## src/hdl/bpr_pkg.sv

```systemverilog
// Shared types, constants and helpers for the bitplane to RGB converter.
// No dependencies; every other file in hdl/ refers to this package by scoped names.
`default_nettype none

package bpr_pkg;

    localparam int GROUPS_PER_LINE = 20;
    localparam int LINES_PER_FRAME = 200;

    localparam int GROUP_W = (GROUPS_PER_LINE > 1) ? $clog2(GROUPS_PER_LINE) : 1;
    localparam int LINE_W  = 8;
    localparam int PIX_PER_GROUP = 16;
    localparam int PIX_W   = 4;
    localparam int NPLANES = 4;
    localparam int COLOR_W = 12;
    localparam int CHAN_W  = 16;
    localparam int WORD_W  = 16;
    localparam int ENTRY_W = 4;
    localparam int PAL_DEPTH = 16;

    localparam logic [ENTRY_W-1:0] ENTRY_SWITCH = 4'd0;
    localparam logic [ENTRY_W-1:0] ENTRY_LAST   = 4'd15;

    typedef enum logic [1:0] {
        OP_NEXT  = 2'd0,
        OP_GROUP = 2'd1,
        OP_CUR   = 2'd2
    } op_t;

    typedef struct packed {
        logic                valid;
        op_t                 op;
        logic [ENTRY_W-1:0]  entry;
        logic [WORD_W-1:0]   word;
    } cmd_t;

    // Rotate the top bit in below the low bit, then replicate to 16 bits.
    function automatic logic [CHAN_W-1:0] decode_nibble(input logic [3:0] n);
        logic [3:0] r;
        r = {n[2:0], n[3]};
        return {r, r, r, r};
    endfunction

endpackage

`default_nettype wire

```

## src/hdl/bitplane_to_rgb_with_line_palettes.sv

```systemverilog
// Bitplane to RGB converter with per-scanline palette switching (top level).
// The first pixel of a plane group passes through the lane registers, then the output register.
// Throughput: one pixel per cycle while the receiver does not stall; the serializer's
// single palette read port sets that rate. Palette transfers wait for the serializer too.
// Reset (aresetn low, synchronous): counters, switch line (all ones) and handshake clear;
// palette contents are undefined until written.
`default_nettype none

module bitplane_to_rgb_with_line_palettes (
    input  wire logic        aclk,
    input  wire logic        aresetn,
    // Input channel
    input  wire logic        s_tvalid,
    output logic             s_tready,
    input  wire logic [87:0] s_tdata,   // [3:0] entry, [19:4] palette_word, [83:20] planes, pad
    input  wire logic [1:0]  s_tuser,   // [1:0] op
    // Result channel
    output logic             m_tvalid,
    input  wire logic        m_tready,
    output logic [55:0]      m_tdata,   // [15:0] red, [31:16] green, [47:32] blue,
                                        // [51:48] color_index, pad
    output logic             m_tlast    // last pixel of a plane group
);

    bpr_pkg::cmd_t                       cmd;
    logic                                s_xfer;
    logic                                grp_load;
    logic [bpr_pkg::NPLANES*16-1:0]      planes;
    logic [bpr_pkg::NPLANES-1:0]         lane_idx [bpr_pkg::PIX_PER_GROUP];
    logic [bpr_pkg::ENTRY_W-1:0]         rd_idx;
    logic [bpr_pkg::COLOR_W-1:0]         rd_color;
    logic                                can_load;
    logic [bpr_pkg::CHAN_W-1:0]          red, green, blue;
    logic [bpr_pkg::NPLANES-1:0]         color_index;

    // Every transfer waits until the serializer is idle or moving out its final pixel, so palette
    // writes and switches never reach pixels of a group still being sent.
    assign s_tready = can_load;
    assign s_xfer   = s_tvalid && s_tready;

    // Unpack the input transfer.
    assign cmd.valid = s_xfer;
    assign cmd.op    = bpr_pkg::op_t'(s_tuser);
    assign cmd.entry = s_tdata[3:0];
    assign cmd.word  = s_tdata[19:4];
    assign planes    = s_tdata[83:20];

    assign grp_load  = s_xfer && (cmd.op == bpr_pkg::OP_GROUP);

    // Palettes, switch line and raster counters.
    bpr_palette u_palette (
        .aclk     (aclk),
        .aresetn  (aresetn),
        .cmd      (cmd),
        .rd_idx   (rd_idx),
        .rd_color (rd_color)
    );

    // Sixteen lanes capture one pixel index each from the plane group.
    for (genvar g = 0; g < bpr_pkg::PIX_PER_GROUP; g++) begin : g_lane
        bpr_lane u_lane (
            .aclk    (aclk),
            .load    (grp_load),
            .planes  (planes),
            .pos     (bpr_pkg::PIX_W'(g)),
            .idx_reg (lane_idx[g])
        );
    end

    // Merge the lanes into one pixel per cycle, while the receiver does not stall, through the output register.
    bpr_serial u_serial (
        .aclk          (aclk),
        .aresetn       (aresetn),
        .load          (grp_load),
        .lane_idx      (lane_idx),
        .rd_idx        (rd_idx),
        .rd_color      (rd_color),
        .can_load      (can_load),
        .out_valid_reg (m_tvalid),
        .out_ready     (m_tready),
        .red_reg       (red),
        .green_reg     (green),
        .blue_reg      (blue),
        .index_reg     (color_index),
        .last_reg      (m_tlast)
    );

    // Pack the result transfer.
    assign m_tdata = {4'b0000, color_index, blue, green, red};

endmodule

`default_nettype wire

```

## src/hdl/bpr_lane.sv

```systemverilog
// One pixel lane: picks this lane's four plane bits out of a plane group and holds the index.
// Depends on bpr_pkg.
`default_nettype none

module bpr_lane (
    input  wire logic                                     aclk,
    input  wire logic                                     load,
    input  wire logic [bpr_pkg::NPLANES*16-1:0]           planes,
    input  wire logic [bpr_pkg::PIX_W-1:0]                pos,
    output logic      [bpr_pkg::NPLANES-1:0]              idx_reg
);

    logic [bpr_pkg::NPLANES-1:0] idx_next;

    // Pixel k sits at bit 15-k of each plane word.
    always_comb begin
        for (int j = 0; j < bpr_pkg::NPLANES; j++) begin
            idx_next[j] = planes[{2'(j), ~pos}];
        end
    end

    always_ff @(posedge aclk) begin
        if (load) begin
            idx_reg <= idx_next;
        end
    end

endmodule

`default_nettype wire

```

## src/hdl/bpr_palette.sv

```systemverilog
// Current and next palettes, switch scanline, and the group and line counters.
// Depends on bpr_pkg; one combinational read port for the pixel serializer.
`default_nettype none

module bpr_palette (
    input  wire logic                                 aclk,
    input  wire logic                                 aresetn,
    input  wire bpr_pkg::cmd_t                        cmd,
    input  wire logic [bpr_pkg::ENTRY_W-1:0]          rd_idx,
    output logic      [bpr_pkg::COLOR_W-1:0]          rd_color
);

    logic [bpr_pkg::COLOR_W-1:0] cur_pal_reg  [bpr_pkg::PAL_DEPTH];
    logic [bpr_pkg::COLOR_W-1:0] next_pal_reg [bpr_pkg::PAL_DEPTH];
    logic [bpr_pkg::WORD_W-1:0]  switch_line_reg, switch_line_next;
    logic                        next_ready_reg, next_ready_next;
    logic [bpr_pkg::LINE_W-1:0]  line_reg, line_next;
    logic [bpr_pkg::GROUP_W-1:0] group_reg, group_next;
    logic                        do_switch;

    assign rd_color = cur_pal_reg[rd_idx];

    // Switch only on the first group of the matching line, and only with the next palette armed.
    assign do_switch = cmd.valid && (cmd.op == bpr_pkg::OP_GROUP)
                       && (group_reg == '0) && next_ready_reg
                       && (switch_line_reg == bpr_pkg::WORD_W'(line_reg));

    always_comb begin
        switch_line_next = switch_line_reg;
        next_ready_next  = next_ready_reg;
        line_next        = line_reg;
        group_next       = group_reg;
        if (cmd.valid) begin
            case (cmd.op)
                bpr_pkg::OP_NEXT: begin
                    if (cmd.entry == bpr_pkg::ENTRY_SWITCH) begin
                        switch_line_next = cmd.word;
                        next_ready_next  = 1'b0;
                    end else if (cmd.entry == bpr_pkg::ENTRY_LAST) begin
                        next_ready_next  = 1'b1;
                    end
                end
                bpr_pkg::OP_GROUP: begin
                    if (do_switch) begin
                        next_ready_next = 1'b0;
                    end
                    if (group_reg == bpr_pkg::GROUP_W'(bpr_pkg::GROUPS_PER_LINE - 1)) begin
                        group_next = '0;
                        if (line_reg == bpr_pkg::LINE_W'(bpr_pkg::LINES_PER_FRAME - 1)) begin
                            line_next = '0;
                        end else begin
                            line_next = line_reg + 1'b1;
                        end
                    end else begin
                        group_next = group_reg + 1'b1;
                    end
                end
                default: begin
                end
            endcase
        end
    end

    always_ff @(posedge aclk) begin
        if (!aresetn) begin
            switch_line_reg <= '1;
            next_ready_reg  <= 1'b0;
            line_reg        <= '0;
            group_reg       <= '0;
        end else begin
            switch_line_reg <= switch_line_next;
            next_ready_reg  <= next_ready_next;
            line_reg        <= line_next;
            group_reg       <= group_next;
        end
    end

    // Palette storage; entry 0 of the current palette is never switched.
    always_ff @(posedge aclk) begin
        if (cmd.valid && (cmd.op == bpr_pkg::OP_CUR)) begin
            cur_pal_reg[cmd.entry] <= cmd.word[bpr_pkg::COLOR_W-1:0];
        end else if (do_switch) begin
            for (int e = 1; e < bpr_pkg::PAL_DEPTH; e++) begin
                cur_pal_reg[e] <= next_pal_reg[e];
            end
        end
        if (cmd.valid && (cmd.op == bpr_pkg::OP_NEXT)
            && (cmd.entry != bpr_pkg::ENTRY_SWITCH)) begin
            next_pal_reg[cmd.entry] <= cmd.word[bpr_pkg::COLOR_W-1:0];
        end
    end

endmodule

`default_nettype wire

```

## src/hdl/bpr_serial.sv

```systemverilog
// Merge stage: walks the sixteen lane indices, looks each up and decodes it into the output register.
// Depends on bpr_pkg; reads the palette through bpr_palette's read port.
`default_nettype none

module bpr_serial (
    input  wire logic                                  aclk,
    input  wire logic                                  aresetn,
    input  wire logic                                  load,
    input  wire logic [bpr_pkg::NPLANES-1:0]           lane_idx [bpr_pkg::PIX_PER_GROUP],
    output logic      [bpr_pkg::ENTRY_W-1:0]           rd_idx,
    input  wire logic [bpr_pkg::COLOR_W-1:0]           rd_color,
    output logic                                       can_load,
    output logic                                       out_valid_reg,
    input  wire logic                                  out_ready,
    output logic      [bpr_pkg::CHAN_W-1:0]            red_reg,
    output logic      [bpr_pkg::CHAN_W-1:0]            green_reg,
    output logic      [bpr_pkg::CHAN_W-1:0]            blue_reg,
    output logic      [bpr_pkg::NPLANES-1:0]           index_reg,
    output logic                                       last_reg
);

    logic                       busy_reg, busy_next;
    logic [bpr_pkg::PIX_W-1:0]  cnt_reg, cnt_next;
    logic                       out_valid_next;
    logic                       advance;
    logic                       final_pix;

    assign rd_idx    = lane_idx[cnt_reg];
    assign advance   = busy_reg && (!out_valid_reg || out_ready);
    assign final_pix = (cnt_reg == bpr_pkg::PIX_W'(bpr_pkg::PIX_PER_GROUP - 1));
    // Take a new transfer when idle, or once the last pixel of the group moves out this cycle.
    assign can_load  = !busy_reg || (advance && final_pix);

    always_comb begin
        busy_next      = busy_reg;
        cnt_next       = cnt_reg;
        out_valid_next = out_valid_reg;
        if (advance) begin
            out_valid_next = 1'b1;
            cnt_next       = cnt_reg + 1'b1;
            if (final_pix) begin
                busy_next = 1'b0;
            end
        end else if (out_ready) begin
            out_valid_next = 1'b0;
        end
        if (load) begin
            busy_next = 1'b1;
            cnt_next  = '0;
        end
    end

    always_ff @(posedge aclk) begin
        if (!aresetn) begin
            busy_reg      <= 1'b0;
            cnt_reg       <= '0;
            out_valid_reg <= 1'b0;
        end else begin
            busy_reg      <= busy_next;
            cnt_reg       <= cnt_next;
            out_valid_reg <= out_valid_next;
        end
    end

    always_ff @(posedge aclk) begin
        if (advance) begin
            red_reg   <= bpr_pkg::decode_nibble(rd_color[11:8]);
            green_reg <= bpr_pkg::decode_nibble(rd_color[7:4]);
            blue_reg  <= bpr_pkg::decode_nibble(rd_color[3:0]);
            index_reg <= rd_idx;
            last_reg  <= final_pix;
        end
    end

endmodule

`default_nettype wire

```

## config.mk

```make
export PLATFORM = sky130hd
export DESIGN_NAME = bitplane_to_rgb_with_line_palettes
export DESIGN_NICKNAME = d
export VERILOG_FILES = /design/src/hdl/bpr_pkg.sv /design/src/hdl/bitplane_to_rgb_with_line_palettes.sv /design/src/hdl/bpr_lane.sv /design/src/hdl/bpr_palette.sv /design/src/hdl/bpr_serial.sv
export SDC_FILE = /design/constraint.sdc
export NUM_CORES = 1
export LEC_CHECK = 0
export ABC_AREA = 1
export BUFFER_PORTS_ARGS = -buffer_cell sky130_fd_sc_hd__buf_2
export CORE_UTILIZATION = 54
export CTS_CLUSTER_DIAMETER = 30
export DETAILED_ROUTE_END_ITERATION = 7
export PLACE_DENSITY = 0.86
export SETUP_SLACK_MARGIN = 0.15
export SYNTH_ARGS = -nofsm -noshare
export SYNTH_HDL_FRONTEND = slang
export SYNTH_SLANG_ARGS = --single-unit
```

## constraint.sdc

```tcl
create_clock -name aclk -period 3.01 [get_ports aclk]
set_input_delay 0.602 -clock aclk [delete_from_list [all_inputs] [get_ports aclk]]
set_output_delay 0.602 -clock aclk [all_outputs]
set_load 0.05 [all_outputs]
```

==> impl_results.md <==
- Clock Latency Late Sink: 0.61 ns
- Synthesis-to-finish area growth: 20.3%
- RSZ-0062 raised after global routing: yes
- IO buf count: 144
- CTS max path bufs: 3
- Hold Crit Class: primary input to register
- FF-to-FF setup slack: 0.15 ns
- Cell Chain, Critical Path: buf_4 -> nand2_1 -> nand2_1 -> nand2_1 -> nand3_1 -> nand3_4 -> nand2_2 -> buf_12 -> nand2_1 -> nand3_1 -> nand3_1 -> nand3_1 -> nand2_1
- TNS Setup: 0 ns
- Die W: 199 um
- Crit path kind: register to register
- Most frequent cell after synthesis: edfxtp_1
- CP Data Arrival Time: 3.19 ns
- Pre-CTS WS: 0.176 ns
- VDD IR-drop max: 0.521 mV
- Top-area cell type share of the netlist area: 0.647
- Grt total ovfl: 0
- CTS Buf Count: 82
- Vias in the first global route: 15700
- Htree depth: 3
- Overall Power: 18.2 mW
- Core region area: 38000 sq um
- Library cells used by synthesis: 41
- Clk root buf: clkbuf_16
- R2R depth: 13
- # clock sinks: 489
- Crit Path Max Fanout: 97
- Most used cell, CP: nand2_1
- RR Startpoint: u_serial.cnt_reg[0]
- Initial antenna violation count: 3
- Max Cap Viol: 0
- Final worst setup slack: 0.153 ns
- Leakage: 10.3 nW
- YS warnings: 0
- Fin nets: 2132
- Worst R2R End: u_serial.red_reg[13]
- Share of layout cells above drive strength 1: 0.192
- FP Rows: 71
- Placer congestion estimate: 0.870
- Slowest CP cell: dfxtp_1
- Final Core Density: 0.666
- CP peak stage delay: 0.49 ns
- Routed len/inst: 22.6 um
- Worst setup path startpoint: u_serial.cnt_reg[0]
- Vias: 15600
- F_max: 350 MHz
- Detailed Route Iter0 Violations: 2030
- Post-Synthesis Cell Area: 21000 sq um
- Period utilization: 0.949
- Status: complete, no violations
- Die height: 199 um
- Asr flop ratio synth: 0
- I/O Pins: 153
- Total wire length: 59300 um
- Hold WS: 0.172 ns
- All-layer global routing usage: 0.299
- Max reg flops: 192
- EDFF count, synth: 453
- Flops & latches, synth: 489
- CTS tree: yes
- Slew @ Worst Pin: 0.761 ns
- Worst path bufs/invs: 2
- Gate Count Post-Synth: 1873
- Worst relative slew slack: 0.492
- CP endpoint kind: register
- CP top delay family: simple AND/OR/NAND/NOR gates
- Hold path start: s_tdata[36]
- DP Wirelength: 32300 um
- Post-synthesis area per instance: 11.2 sq um
- DRC violations left: 0
- CP Data Required Time: 3.35 ns
- Crit path time final: 2.86 ns
- Via density: 5.96
- Largest net degree at the start of global routing: 98
- Ys flop type: edfxtp_1
- Final setup vio count: 0
- Initial Util: 0.553
- Crit path launch type: register
- Synth cell count leaders: 453 x edfxtp_1, 324 x inv_1, 256 x nand2_1
- Dominant cells by area after synthesis: edfxtp_1 65%, inv_1 5.8%, nand3_1 5.4%
- Clock-pin slew on the worst setup and hold paths: 0.06 ns
- Register area share after synthesis: 0.681
- Die area: 39700 sq um
- Drt pass-1 iters: 6
- Synth area leader: edfxtp_1
- Worst path depth: 13
- Routed Antenna Nets: 0
- Power Density: 721 nW/um^2
- Clock skew: 0.0198 ns
- Final Hold Viols: 0
- Critical Path End: u_serial.red_reg[13]
- Max Slew Vio Count: 0
- Global-route wire length before repair: 87700 um
- CTS Hold Buffers Added: 0
## logic make-up (layout without fill, tap and decap cells)
family | Yosys count | after routing | synth area share
buffers and inverters | 467 | 693 | 0.101
xor gates and xnor gates | 6 | 6 | 0.00250
adders and majority gates | 4 | 4 | 0.00238
AOI/OAI and AO/OA | 250 | 250 | 0.0629
and+or+nand+nor | 656 | 657 | 0.150
other | 1 | 8 | 0.000178
DFF | 489 | 489 | 0.681
## routing by layer
layer  part of all wire  GRT usage
met2               0.49      0.508
met4              0.055      0.170
met3               0.13     0.0726
met1               0.33      0.346
met5                  0          0
## placed cells by master (no fill, tap or decap), types with 9 or more instances in the layout
master	Yosys	routed
nand3b_1	69	69
o21ai_1	92	107
clkinv_2	0	11
clkinv_1	0	13
buf_2	49	144
o21ai_0	120	97
nor3_2	0	9
bufinv_16	0	14
a21oi_1	12	12
nand3_1	226	226
dfxtp_1	36	36
nand4_1	11	11
nand2_1	256	251
buf_4	59	60
nor2_1	57	56
inv_1	324	323
edfxtp_1	453	453
clkbuf_16	0	82
## layout make-up
class / count / area (sq um)
clock inverter: 65 / 806
clock buffer: 88 / 2080
fill: 2335 / 12700
timing repair buffer: 211 / 1300
tap: 511 / 639
antenna: 4 / 10.0
inverter: 329 / 1250
sequential: 489 / 14300
multi-input combinational: 921 / 4900
## worst min path at each step
stage                     depth (start not counted)                       endpoint
after global routing                              1   g_lane[15].u_lane.idx_reg[1]
after detailed placement                          2  u_palette.switch_line_reg[10]
after floorplan                                   2  u_palette.switch_line_reg[11]
after global placement                            2  u_palette.switch_line_reg[13]
after CTS                                         1    g_lane[1].u_lane.idx_reg[1]
final                                             1   g_lane[15].u_lane.idx_reg[1]
## metrics by stage
step	area [sq um]	std cells
floorplan	21400	1876
global placement	22300	2455
detailed placement	22300	2455
CTS	25200	2609
global route	25300	2616
finish	25300	2618
## worst register-to-register path, cell delays in order (launching register included)
cell	delay, ns
dfxtp_1	0.49
buf_4	0.38
nand2_1	0.10
nand2_1	0.08
nand2_1	0.06
nand3_1	0.12
nand3_4	0.12
nand2_2	0.11
buf_12	0.37
nand2_1	0.19
nand3_1	0.13
nand3_1	0.14
nand3_1	0.20
nand2_1	0.08
## timing repair
action,4_1_cts,5_1_grt
gates resized for setup,2,10
setup endpoints to repair,27,281
buffers inserted,0,5
cloned,1,0
## report_power, final
part	total [mW]	leakage (nW)	switching, mW	internal [mW]
clock network	9.77	1.39	3.47	6.30
registers	7.53	4.38	0.0303	7.50
logic	0.937	4.48	0.707	0.230
total	18.2	10.3	4.21	14.0
(Power assumes the default switching activity.)
